$ cat src/dsp_pkg.sv
`timescale 1ns / 1ps
// ----------------------------------------------------------------------------
// Date string parser package
// Shared types, codes and calendar helpers for the date string parser.
// ----------------------------------------------------------------------------
package dsp_pkg;

    localparam int QDEPTH = 2;

    // Result status codes.
    localparam logic [1:0] ST_ACCEPT    = 2'd0;
    localparam logic [1:0] ST_NODIGIT   = 2'd1;
    localparam logic [1:0] ST_INVALID   = 2'd2;
    localparam logic [1:0] ST_UNDECIDED = 2'd3;

    // Register index of the configuration port.
    localparam logic REG_CURRENT_YEAR = 1'b0;

    localparam logic [11:0] ACC_MAX = 12'd4095;

    typedef enum logic [6:0] {
        PH_START = 7'b0000001,
        PH_MONTH = 7'b0000010,
        PH_SEP1  = 7'b0000100,
        PH_DAY   = 7'b0001000,
        PH_SEP2  = 7'b0010000,
        PH_YEAR  = 7'b0100000,
        PH_DONE  = 7'b1000000
    } phase_t;

    // One classified string byte as it sits in the queue.
    typedef struct packed {
        logic       is_digit;
        logic       is_sep;
        logic       is_zero;
        logic [3:0] digit;
    } byte_class_t;

    function automatic logic [4:0] month_len(input logic [3:0] m);
        logic [4:0] len;
        begin
            case (m) inside
                4'd1:                         len = 5'd29;
                4'd3, 4'd5, 4'd8, 4'd10:      len = 5'd30;
                default:                      len = 5'd31;
            endcase
            return len;
        end
    endfunction

    // The year is counted from 1900 and never exceeds 2411, so the only
    // century years in reach are 1900 through 2400; of those, 2000 and 2400
    // are leap years.
    function automatic logic is_leap(input logic [8:0] y);
        begin
            return (y[1:0] == 2'b00) && (y != 9'd0) && (y != 9'd200) &&
                   (y != 9'd300) && (y != 9'd400);
        end
    endfunction

    function automatic logic date_bad(input logic [3:0] m, input logic [4:0] d,
                                      input logic [8:0] y);
        begin
            return (d > month_len(m)) ||
                   ((m == 4'd1) && (d == 5'd29) && !is_leap(y));
        end
    endfunction

endpackage

$ cat src/dsp_front.sv
`timescale 1ns / 1ps
// ----------------------------------------------------------------------------
// Date string parser front end
// Accepts string bytes, classifies them and holds them in a short queue.
// ----------------------------------------------------------------------------
module dsp_front
    import dsp_pkg::*;
(
    input  logic        clk,
    input  logic        rst_n,
    input  logic        s_tvalid,
    output logic        s_tready,
    input  logic [7:0]  s_tdata,      // [7:0] ch
    output logic        q_valid,
    output byte_class_t q_head,
    input  logic        q_pop
);

    byte_class_t q_reg [QDEPTH];
    logic        wr_ptr_reg;
    logic        wr_ptr_next;
    logic        rd_ptr_reg;
    logic        rd_ptr_next;
    logic [1:0]  count_reg;
    logic [1:0]  count_next;
    logic        push;
    byte_class_t cls;

    always_comb
    begin
        cls.is_digit = (s_tdata >= 8'h30) && (s_tdata <= 8'h39);
        cls.is_sep   = (s_tdata == 8'h2F) || (s_tdata == 8'h2D) || (s_tdata == 8'h2E) ||
                       (s_tdata == 8'h3B) || (s_tdata == 8'h2C) || (s_tdata == 8'h5F);
        cls.is_zero  = (s_tdata == 8'h00);
        cls.digit    = s_tdata[3:0];
    end

    assign s_tready = (count_reg != 2'(QDEPTH));
    assign push     = s_tvalid && s_tready;
    assign q_valid  = (count_reg != 2'd0);
    assign q_head   = q_reg[rd_ptr_reg];

    always_comb
    begin
        wr_ptr_next = push ? ~wr_ptr_reg : wr_ptr_reg;
        rd_ptr_next = q_pop ? ~rd_ptr_reg : rd_ptr_reg;
        count_next  = count_reg + 2'(push) - 2'(q_pop);
    end

    always_ff @(posedge clk or negedge rst_n)
    begin
        if (!rst_n)
        begin
            wr_ptr_reg <= 1'b0;
            rd_ptr_reg <= 1'b0;
            count_reg  <= 2'd0;
        end
        else
        begin
            wr_ptr_reg <= wr_ptr_next;
            rd_ptr_reg <= rd_ptr_next;
            count_reg  <= count_next;
        end
    end

    always_ff @(posedge clk)
    begin
        if (push)
        begin
            q_reg[wr_ptr_reg] <= cls;
        end
    end

    a_count_bound: assert property (@(posedge clk) disable iff (!rst_n)
        count_reg <= 2'(QDEPTH))
        else $error("queue count beyond depth");

    a_no_pop_empty: assert property (@(posedge clk) disable iff (!rst_n)
        q_pop |-> count_reg != 2'd0)
        else $error("pop from empty queue");

    a_push_grows: assert property (@(posedge clk) disable iff (!rst_n)
        (push && !q_pop) |=> count_reg == $past(count_reg) + 2'd1)
        else $error("queue count did not grow on push");

endmodule

$ cat src/dsp_back.sv
`timescale 1ns / 1ps
// ----------------------------------------------------------------------------
// Date string parser back end
// Runs the month/day/year state machine on classified bytes and registers
// one result per string at its terminator.
// ----------------------------------------------------------------------------
module dsp_back
    import dsp_pkg::*;
#(
    parameter int MAX_OFFSET = 255
)
(
    input  logic        clk,
    input  logic        rst_n,
    input  logic [8:0]  current_year,
    input  logic        q_valid,
    input  byte_class_t q_head,
    output logic        q_pop,
    output logic        m_tvalid,
    input  logic        m_tready,
    output logic [31:0] m_tdata     // [1:0] status, [5:2] month, [10:6] day,
                                    // [19:11] year, [27:20] stop_offset
);

    localparam int POS_W = $clog2(MAX_OFFSET + 1);

    phase_t           phase_reg, phase_next;
    logic [11:0]      acc_reg, acc_next;
    logic [3:0]       month_reg, month_next;
    logic [4:0]       day_reg, day_next;
    logic [8:0]       year_reg, year_next;
    logic [POS_W-1:0] pos_reg, pos_next;
    logic [POS_W-1:0] stop_reg, stop_next;
    logic [1:0]       status_reg, status_next;

    logic             out_valid_reg, out_valid_next;
    logic [1:0]       out_status_reg;
    logic [3:0]       out_month_reg;
    logic [4:0]       out_day_reg;
    logic [8:0]       out_year_reg;
    logic [7:0]       out_stop_reg;

    logic [15:0]      acc_mul;
    logic [11:0]      acc_sat;
    logic [1:0]       final_status;
    logic [POS_W+7:0] stop_ext;

    assign q_pop = q_valid && (!q_head.is_zero || !out_valid_reg || m_tready);

    always_comb
    begin
        acc_mul = 16'(acc_reg) * 16'd10 + 16'(q_head.digit);
        acc_sat = (acc_mul > 16'(ACC_MAX)) ? ACC_MAX : acc_mul[11:0];
    end

    always_comb
    begin
        phase_next  = phase_reg;
        acc_next    = acc_reg;
        month_next  = month_reg;
        day_next    = day_reg;
        year_next   = year_reg;
        stop_next   = stop_reg;
        status_next = status_reg;
        pos_next    = (pos_reg < POS_W'(MAX_OFFSET)) ? pos_reg + POS_W'(1) : pos_reg;

        unique case (phase_reg) inside
            PH_START:
            begin
                if (q_head.is_digit)
                begin
                    acc_next   = 12'(q_head.digit);
                    phase_next = PH_MONTH;
                end
                else
                begin
                    stop_next   = '0;
                    status_next = ST_NODIGIT;
                    phase_next  = PH_DONE;
                end
            end
            PH_MONTH:
            begin
                if (q_head.is_digit)
                begin
                    acc_next = acc_sat;
                end
                else
                begin
                    stop_next  = pos_reg;
                    phase_next = PH_DONE;
                    if (acc_reg < 12'd1 || acc_reg > 12'd12)
                    begin
                        status_next = ST_INVALID;
                    end
                    else
                    begin
                        month_next = 4'(acc_reg - 12'd1);
                        if (q_head.is_zero)
                        begin
                            day_next    = 5'd1;
                            year_next   = current_year;
                            status_next = date_bad(month_next, day_next, year_next)
                                          ? ST_INVALID : ST_ACCEPT;
                        end
                        else if (q_head.is_sep)
                        begin
                            phase_next = PH_SEP1;
                        end
                        else
                        begin
                            status_next = ST_INVALID;
                        end
                    end
                end
            end
            PH_SEP1, PH_SEP2:
            begin
                if (q_head.is_digit)
                begin
                    acc_next   = 12'(q_head.digit);
                    phase_next = (phase_reg == PH_SEP1) ? PH_DAY : PH_YEAR;
                end
                else
                begin
                    status_next = ST_INVALID;
                    phase_next  = PH_DONE;
                end
            end
            PH_DAY:
            begin
                if (q_head.is_digit)
                begin
                    acc_next = acc_sat;
                end
                else
                begin
                    stop_next  = pos_reg;
                    phase_next = PH_DONE;
                    if (acc_reg < 12'd1 || acc_reg > 12'd31)
                    begin
                        status_next = ST_INVALID;
                    end
                    else
                    begin
                        day_next = acc_reg[4:0];
                        if (q_head.is_zero)
                        begin
                            year_next   = current_year;
                            status_next = date_bad(month_next, day_next, year_next)
                                          ? ST_INVALID : ST_ACCEPT;
                        end
                        else if (q_head.is_sep)
                        begin
                            phase_next = PH_SEP2;
                        end
                        else
                        begin
                            status_next = ST_INVALID;
                        end
                    end
                end
            end
            PH_YEAR:
            begin
                if (q_head.is_digit)
                begin
                    acc_next = acc_sat;
                end
                else
                begin
                    stop_next  = pos_reg;
                    phase_next = PH_DONE;
                    if (acc_reg >= 12'd1900 && acc_reg <= 12'd2399)
                    begin
                        year_next   = 9'(acc_reg - 12'd1900);
                        status_next = date_bad(month_next, day_next, year_next)
                                      ? ST_INVALID : ST_ACCEPT;
                    end
                    else if (acc_reg < 12'd100)
                    begin
                        // Two-digit years below 80 belong to the 2000s.
                        year_next   = (acc_reg < 12'd80) ? 9'(acc_reg + 12'd100)
                                                         : acc_reg[8:0];
                        status_next = date_bad(month_next, day_next, year_next)
                                      ? ST_INVALID : ST_ACCEPT;
                    end
                    else
                    begin
                        status_next = ST_INVALID;
                    end
                end
            end
            PH_DONE:
            begin
                phase_next = PH_DONE;
            end
            default:
            begin
                phase_next = PH_DONE;
            end
        endcase
    end

    always_comb
    begin
        final_status   = (status_next == ST_UNDECIDED) ? ST_INVALID : status_next;
        stop_ext       = {8'd0, stop_next};
        out_valid_next = out_valid_reg && !m_tready;
        if (q_pop && q_head.is_zero)
        begin
            out_valid_next = 1'b1;
        end
    end

    always_ff @(posedge clk or negedge rst_n)
    begin
        if (!rst_n)
        begin
            phase_reg     <= PH_START;
            acc_reg       <= '0;
            month_reg     <= '0;
            day_reg       <= 5'd1;
            year_reg      <= '0;
            pos_reg       <= '0;
            stop_reg      <= '0;
            status_reg    <= ST_UNDECIDED;
            out_valid_reg <= 1'b0;
        end
        else
        begin
            out_valid_reg <= out_valid_next;
            if (q_pop)
            begin
                if (q_head.is_zero)
                begin
                    // The terminator closes the string; start over.
                    phase_reg  <= PH_START;
                    acc_reg    <= '0;
                    month_reg  <= '0;
                    day_reg    <= 5'd1;
                    year_reg   <= '0;
                    pos_reg    <= '0;
                    stop_reg   <= '0;
                    status_reg <= ST_UNDECIDED;
                end
                else
                begin
                    phase_reg  <= phase_next;
                    acc_reg    <= acc_next;
                    month_reg  <= month_next;
                    day_reg    <= day_next;
                    year_reg   <= year_next;
                    pos_reg    <= pos_next;
                    stop_reg   <= stop_next;
                    status_reg <= status_next;
                end
            end
        end
    end

    always_ff @(posedge clk)
    begin
        if (q_pop && q_head.is_zero)
        begin
            out_status_reg <= final_status;
            out_month_reg  <= (final_status == ST_ACCEPT) ? month_next : 4'd0;
            out_day_reg    <= (final_status == ST_ACCEPT) ? day_next : 5'd0;
            out_year_reg   <= (final_status == ST_ACCEPT) ? year_next : 9'd0;
            out_stop_reg   <= stop_ext[7:0];
        end
    end

    assign m_tvalid = out_valid_reg;
    assign m_tdata  = {4'd0, out_stop_reg, out_year_reg, out_day_reg, out_month_reg,
                       out_status_reg};

    a_phase_onehot: assert property (@(posedge clk) disable iff (!rst_n)
        $onehot(phase_reg))
        else $error("parser phase not one-hot");

    a_accept_fields: assert property (@(posedge clk) disable iff (!rst_n)
        (out_valid_reg && out_status_reg == ST_ACCEPT) |->
            (out_month_reg < 4'd12 && out_day_reg != 5'd0))
        else $error("accepted date with out-of-range fields");

    a_no_overwrite: assert property (@(posedge clk) disable iff (!rst_n)
        (out_valid_reg && !m_tready) |-> !(q_pop && q_head.is_zero))
        else $error("result overwritten while stalled");

endmodule

$ cat src/date_string_parser_unit.sv
`timescale 1ns / 1ps
// ----------------------------------------------------------------------------
// Date string parser unit
// Parses month[sep day[sep year]] from a zero-terminated byte stream.
// ----------------------------------------------------------------------------
// Throughput: one byte per cycle while results are taken; the classify queue
// and the parser each handle one byte per cycle. An accepted byte is registered
// in the queue, and a zero byte's result is registered and valid on m_tdata
// once it leaves the queue. A zero byte waits in the queue while an earlier
// result is not taken; the input stalls once two bytes wait. Reset clears
// current_year to 0, empties the queue and puts the parser at string start.
module date_string_parser_unit
    import dsp_pkg::*;
#(
    parameter int MAX_OFFSET = 255
)
(
    input  logic        clk,
    input  logic        rst_n,
    input  logic        s_tvalid,
    output logic        s_tready,
    input  logic [7:0]  s_tdata,    // [7:0] ch
    output logic        m_tvalid,
    input  logic        m_tready,
    output logic [31:0] m_tdata,    // [1:0] status, [5:2] month, [10:6] day,
                                    // [19:11] year, [27:20] stop_offset
    input  logic        psel,
    input  logic        penable,
    input  logic        pwrite,
    input  logic [2:0]  paddr,
    input  logic [31:0] pwdata,
    output logic [31:0] prdata,
    output logic        pready
);

    logic [8:0]  current_year_reg;
    logic        q_valid;
    logic        q_pop;
    byte_class_t q_head;

    assign pready = 1'b1;
    assign prdata = (paddr[2] == REG_CURRENT_YEAR) ? {23'd0, current_year_reg} : 32'd0;

    always_ff @(posedge clk or negedge rst_n)
    begin
        if (!rst_n)
        begin
            current_year_reg <= 9'd0;
        end
        else if (psel && penable && pwrite && pready && paddr[2] == REG_CURRENT_YEAR)
        begin
            current_year_reg <= pwdata[8:0];
        end
    end

    dsp_front u_front (
        .clk      (clk),
        .rst_n    (rst_n),
        .s_tvalid (s_tvalid),
        .s_tready (s_tready),
        .s_tdata  (s_tdata),
        .q_valid  (q_valid),
        .q_head   (q_head),
        .q_pop    (q_pop)
    );

    dsp_back #(
        .MAX_OFFSET (MAX_OFFSET)
    ) u_back (
        .clk          (clk),
        .rst_n        (rst_n),
        .current_year (current_year_reg),
        .q_valid      (q_valid),
        .q_head       (q_head),
        .q_pop        (q_pop),
        .m_tvalid     (m_tvalid),
        .m_tready     (m_tready),
        .m_tdata      (m_tdata)
    );

endmodule

$ cat config.mk
export PLATFORM = sky130hd
export DESIGN_NAME = date_string_parser_unit
export DESIGN_NICKNAME = d
export VERILOG_FILES = /design/src/dsp_pkg.sv /design/src/dsp_front.sv /design/src/dsp_back.sv /design/src/date_string_parser_unit.sv
export SDC_FILE = /design/constraint.sdc
export NUM_CORES = 1
export LEC_CHECK = 0
export BUFFER_PORTS_ARGS = -buffer_cell sky130_fd_sc_hd__buf_4
export CAP_MARGIN = 15
export CORE_MARGIN = 5
export CORE_UTILIZATION = 50
export DETAILED_ROUTE_END_ITERATION = 8
export PLACE_DENSITY = 0.79
export SLEW_MARGIN = 20
export SYNTH_ARGS = -nofsm -noshare
export SYNTH_HDL_FRONTEND = slang
export SYNTH_SLANG_ARGS = --single-unit
$ cat constraint.sdc
create_clock -name clk -period 4.85 [get_ports clk]
set_input_delay 0.97 -clock clk [delete_from_list [all_inputs] [get_ports clk]]
set_output_delay 0.97 -clock clk [all_outputs]
set_load 0.05 [all_outputs]
-- Yosys cells after proc, flatten, opt, wreduce, memory -nomap -nowiden
Memories as Yosys holds them, arrays and structs flattened.
Index checks and enable logic that the tools add are counted.
Widths: inputs -> output; s select.
- output and inout port bits: 67
- memories kept: 1
- logic and storage cells: 235
- bits in read-only memories: 0
- bits in registers: 97
- latch bits: 0
- RAM bits: 14
- memories (name ; words ; bits a word ; rd ports ; clocked after Yosys merged registers in ; write ports ; line ; RTL):
    u_front.q_reg ; 2 ; 7 ; 1 ; 0 ; 1 ; dsp_front.sv:19 ; byte_class_t q_reg [QDEPTH];
- multiplexer cells: 87
- $mul: 1
- $add $sub $neg: 7
- $lt $le $gt $ge: 15
- reductions and logical operators: 63
- equality and inequality tests: 40
- divide/modulo/power cells: 0
- bitwise gates (word level): 3
- shifts and indexed selects: 0
- operators with widths (cell ; number):
    $mux 5 ; 23
    $mux 9 ; 11
    $mux 7 ; 10
    $ne 9x9->1 const B ; 6
    $mux 12 ; 4
    $eq 8x6->1 const B ; 5
    $mux 8 ; 5
    $mux 2 ; 18
    $pmux 7 s5 ; 1
    $ne 9x8->1 const B ; 3
    $pmux 9 s3 ; 1
    $reduce_bool 9->1 ; 3
    $logic_and 1x1->1 ; 26
    $lt 12x7->1 const B ; 2
    $pmux 12 s2 ; 1
    $add 16x4->16 ; 1
    $eq 4x4->1 const B ; 4
    $gt 16x12->1 const B ; 1
    $mux 4 ; 4
    $pmux 8 s2 ; 1
    $gt 5x5->1 ; 3
    $mul 12x3->15 const B ; 1
    $ge 12x11->1 const B ; 1
    $gt 12x4->1 const B ; 1
    other kinds (44) ; 80

-- Longest topological paths before layout
- depth in word-level cells: 18
- mapped depth: 12
- mapped depth without buffers: 11

-- Modules after synthesis
A second synthesis with hierarchy kept.
- cell total of the unflattened synthesis: 767
- area, all modules: 7388.3 µm²
- by module, submodules not included (module ; area each (µm²) ; instances ; cells an instance):
    dsp_back ; 5998.3 ; 1 ; 663
    dsp_front ; 773.2 ; 1 ; 50
    date_string_parser_unit ; 616.8 ; 1 ; 54

-- Worst setup path after synthesis
OpenSTA, ideal clock, no wires.
- path kind: flip-flop to flip-flop
- start: register u_back.acc_reg[1]
- end: register u_back.acc_reg[1]
- cell stages (with the launch flop): 11
- slack: 1.244 ns
- required time: 4.714 ns
- period minus slack after synthesis: 3.606 ns
- setup time: 0.136 ns
- data arrival time: 3.470 ns
- buffers on the path: 0
- cell sequence: dfrtp_1 ha_1 ha_1 fa_1 o211a_1 o21ai_0 nor4b_4 nand4_1 or4b_2 a2111oi_0 o21ai_0
- longest elaborated chain between the ends: 7
- RTL lines (what ; line ; RTL):
    start, declared ; dsp_back.sv:28 ; logic [11:0] acc_reg, acc_next;
    start signal, assigned ; dsp_back.sv:250 ; acc_reg <= acc_next;
    $mul 12x3->15 ; dsp_back.sv:52 ; acc_mul = 16'(acc_reg) * 16'd10 + 16'(q_head.digit);
    $add 16x4->16 ; dsp_back.sv:52 ;
    $gt 16x12->1 ; dsp_back.sv:53 ; acc_sat = (acc_mul > 16'(ACC_MAX)) ? ACC_MAX : acc_mul[11:0];
    $mux 12 ; dsp_back.sv:53 ;
    $mux 12 ; dsp_back.sv:84, dsp_back.sv:132, dsp_back.sv:166 ;
    $pmux 12 s2 ; dsp_back.sv:67 ; unique case (phase_reg) inside
    $mux 12 ; dsp_back.sv:235 ; if (q_head.is_zero)
No other way between the ends. The select of a mux whose other input is x is not followed.
A chain may end at the register's enable or synchronous reset.

-- Final worst setup path
- start: register u_back.acc_reg[1]
- end: register u_back.acc_reg[11]
- longest elaborated chain between the ends: 7
- RTL lines (what ; line):
    $mul 12x3->15 (*) ; dsp_back.sv:52
    $add 16x4->16 (*) ; dsp_back.sv:52
    $gt 16x12->1 ; dsp_back.sv:53
    $mux 12 (*) ; dsp_back.sv:53
    $mux 12 (*) ; dsp_back.sv:84, dsp_back.sv:132, dsp_back.sv:166
    $pmux 12 s2 (*) ; dsp_back.sv:67
    $mux 12 (*) ; dsp_back.sv:235
Every way passes the cells marked *; elsewhere a longest branch is shown, timed or not. The select of a mux whose other input is x is not followed.

==> impl_metrics.toml <==
[final_layout]
diodes = 0
syn2layout_area_growth_pct = 11.8
fin_area_sq_um = 8080
fin_nets = 871
largest_reg_flops = 14
drive_gt1_share_pct = 15.9

[synthesis]
synth_mux_area_share_pct = 3.19
async_flop_share_pct = 62.2
yosysWarnings = 0
synth_cell_types = 79
synth-seq-cells = 111
yosys.area.top_type_share_pct = 22.5
netlist_instances = 737
synthXorXnorAreaFrac_pct = 2.91
ys.flop_type = "dfrtp_1"
yosys.area.top_type = "dfrtp_1"
ys_seq_area_share_pct = 41.4
syn_avg_cell_area_sq_um = 9.80
synthAdderAreaFrac_pct = 6.79
synth-edff-count = 42
synth_area_sq_um = 7220
synth_compound_area_share_pct = 21.6
synth_area_leaders = "dfrtp_1 23%, edfxtp_1 17%, ha_1 6.2%"
synth_top_family_by_area = "compound AO/OA/AOI/OAI gates"
synth-simple-area-share_pct = 18.1

[status]
status = "finished clean"

[sta]
report.final.setup_viol = 0
hold_viol = 0
rsz0062_at_grt = "no"
min_period_ns = 4.12
timing.final.crit_share_pct = 84.9
fmax_mhz = 243
relSlewSlack_pct = 26.5
finalMaxSlewViolations = 0
worst_pin_slew_ns = 1.09
fin_skew_ns = 0.00883
finalSetupTns_ns = 0

[global_routing]
grt_pass1_wl_um = 27200
antenna_found_initial = 0
grt_start_max_net_pins = 70
grt_pass1_vias = 5518
grt-ovfl-total = 0
grt_use_total_pct = 19.6

[run]
max_cap_viol_count = 0

[power_and_ir_drop]
p_leak_nw = 3.42
power_density_nw_per_um2 = 517
ir_drop_uv = 401
total_power_mw = 4.18

[routing]
routed_wl_um = 16800
ant_nets = 0
routed_via_density = 6.11
vias = 5938
drcViolationCount = 0
avgRoutedWirePerCell_um = 17.3
drt_iter0_drc = 626
drt_first_pass_iters = 6

[worst_setup_path]
cp.arrival_ns = 4.33
start_kind = "flip-flop"
crit_required_ns = 5.06
crit_path_max_fanout = 10
cp-end-kind = "flip-flop"
path_class = "reg -> reg"

[die]
io_pins = 117
die_w_um = 130
coreArea_sq_um = 14400
dieArea_sq_um = 17000
initial_core_util_pct = 50.3
rows = 44
fp.dieH_um = 130

[placed_design]
port-buffer-count = 63
gp_congestion = 0.998
post_dp_cell_area_sq_um = 7750
hpwlAfterDp_um = 12200

[cts]
cts_buffers = 9
clockBufferDepth = 2
cts_max_level = 3
path_clk_slew_ns = 0.08
cts-root-buf = "clkbuf_16"
cts_sinks = 111
ctsResizeCount = 0
clk_latency_ns = 0.35
tritoncts = "built"
post-cts-setup-buffers = 0
cts_hold_buf = 0

[hold_path]
hold_class = "reg -> reg"
==> layer usage <==
metal / share of wire [%] / up-vias / wire length, um / global-route usage [%]
met5: 0 / - / 0 / 0
met4: 1.6 / 0 / 264 / 5.26
met3: 7.3 / 22 / 1230 / 3.23
met2: 48 / 239 / 8040 / 32.3
met1: 43 / 2851 / 7300 / 26.9
li1: - / 2826 / - / -
==> cells in the final DEF (no fill, tap or decap), drive strengths merged, types with 5 or more instances in the layout <==
cell,count
a21o,8
o21ai,54
a31oi,5
and3,11
o2bb2ai,6
xnor2,13
a22o,27
o211ai,6
nand4,10
a211oi,13
a22oi,13
conb,28
mux2,16
dfrtp,65
nand2b,12
nor4,7
xor2,11
inv,19
or3,7
ha,36
buf,73
a21oi,39
nand4b,5
a311oi,5
and2,5
nand2,49
nor4b,6
nand3,16
edfxtp,42
clkbuf,10
nor2b,17
nor3,29
mux2i,5
nor2,41
==> synth_stat cells (5+ instances only) <==
cell and count:
nand4b_1 5, nor4_1 5, dfrtp_1 65, nor4b_1 5
a31oi_1 5, a211oi_1 13, a22oi_1 13, clkbuf_1 28
a21oi_1 39, mux2_2 16, nand3_1 16, nand2_1 49
a22o_1 27, o21ai_0 52, edfxtp_1 42, buf_2 5
nand4_1 10, mux2i_1 5, ha_1 36, nor2b_1 17
nor3_1 27, and3_1 11, buf_4 28, o211ai_1 6
and2_1 5, xor2_1 11, nor2_1 41, xnor2_1 13
o2bb2ai_1 6, nand2b_1 12, inv_1 17, or3_1 7
a21o_1 8
==> area by class of cell <==
class	count	area, sq um
Clock buffer	10	250
Clock inverter	6	73.8
Fill cell	1249	6290
Inverter	18	67.6
Multi-Input combinational cell	570	3920
Sequential cell	111	2990
Tap cell	184	230
Timing Repair Buffer	73	548
==> stage by stage <==
step | std cells | util, % | hold slack [ns] | setup slack [ns]
6_report | 972 | 56.2 | 0.499 | 0.731
3_5_place_dp | 956 | 54.0 | 0.474 | 0.764
4_1_cts | 972 | 56.2 | 0.496 | 0.753
3_3_place_gp | 956 | 54.0 | 0.471 | 0.868
2_1_floorplan | 763 | - | 0.456 | 1.24
5_1_grt | 972 | 56.2 | 0.510 | 0.478
==> critical path, stage by stage, from the launching register on <==
cell	delay [ns]
dfrtp_1	0.63
ha_1	0.32
ha_1	0.25
fa_1	0.56
o211a_1	0.15
o21ai_0	0.18
nor4b_4	0.37
nand4_1	0.18
or4b_2	0.71
a21oi_1	0.48
o21ai_0	0.16
==> path summary, 6_finish.rpt <==
path                                    startpoint                   end  slack (ns)  cells after the start
worst max-delay path             u_back.acc_reg[1]    u_back.acc_reg[11]        0.73                     10
worst min-delay path            u_back.year_reg[5]    u_back.year_reg[5]        0.50                      1
worst max register to register   u_back.acc_reg[1]    u_back.acc_reg[11]        0.73                     10
worst min register to register  u_back.year_reg[5]    u_back.year_reg[5]        0.50                      1
max in group asynchronous                    rst_n  u_front.count_reg[1]        3.55                      1
min in group asynchronous                    rst_n     u_back.day_reg[2]        0.73                      1
==> cell families (layout without fill, tap and decap cells) <==
group | after synthesis | count (layout)
AOI/OAI and AO/OA | 223 | 223
DFF | 111 | 111
muxes | 21 | 21
and+or+nand+nor | 236 | 236
other | 2 | 28
buffers and inverters | 82 | 107
adders and majority gates | 38 | 38
xor gates and xnor gates | 24 | 24
==> report_power, final <==
| group | internal (mW) | switching [mW] |
|---|---|---|
| clock | 0.439 | 0.346 |
| sequential | 1.24 | 0.169 |
| combinational | 0.598 | 1.39 |
| total | 2.27 | 1.90 |
Power figures use the tool's default switching activity.
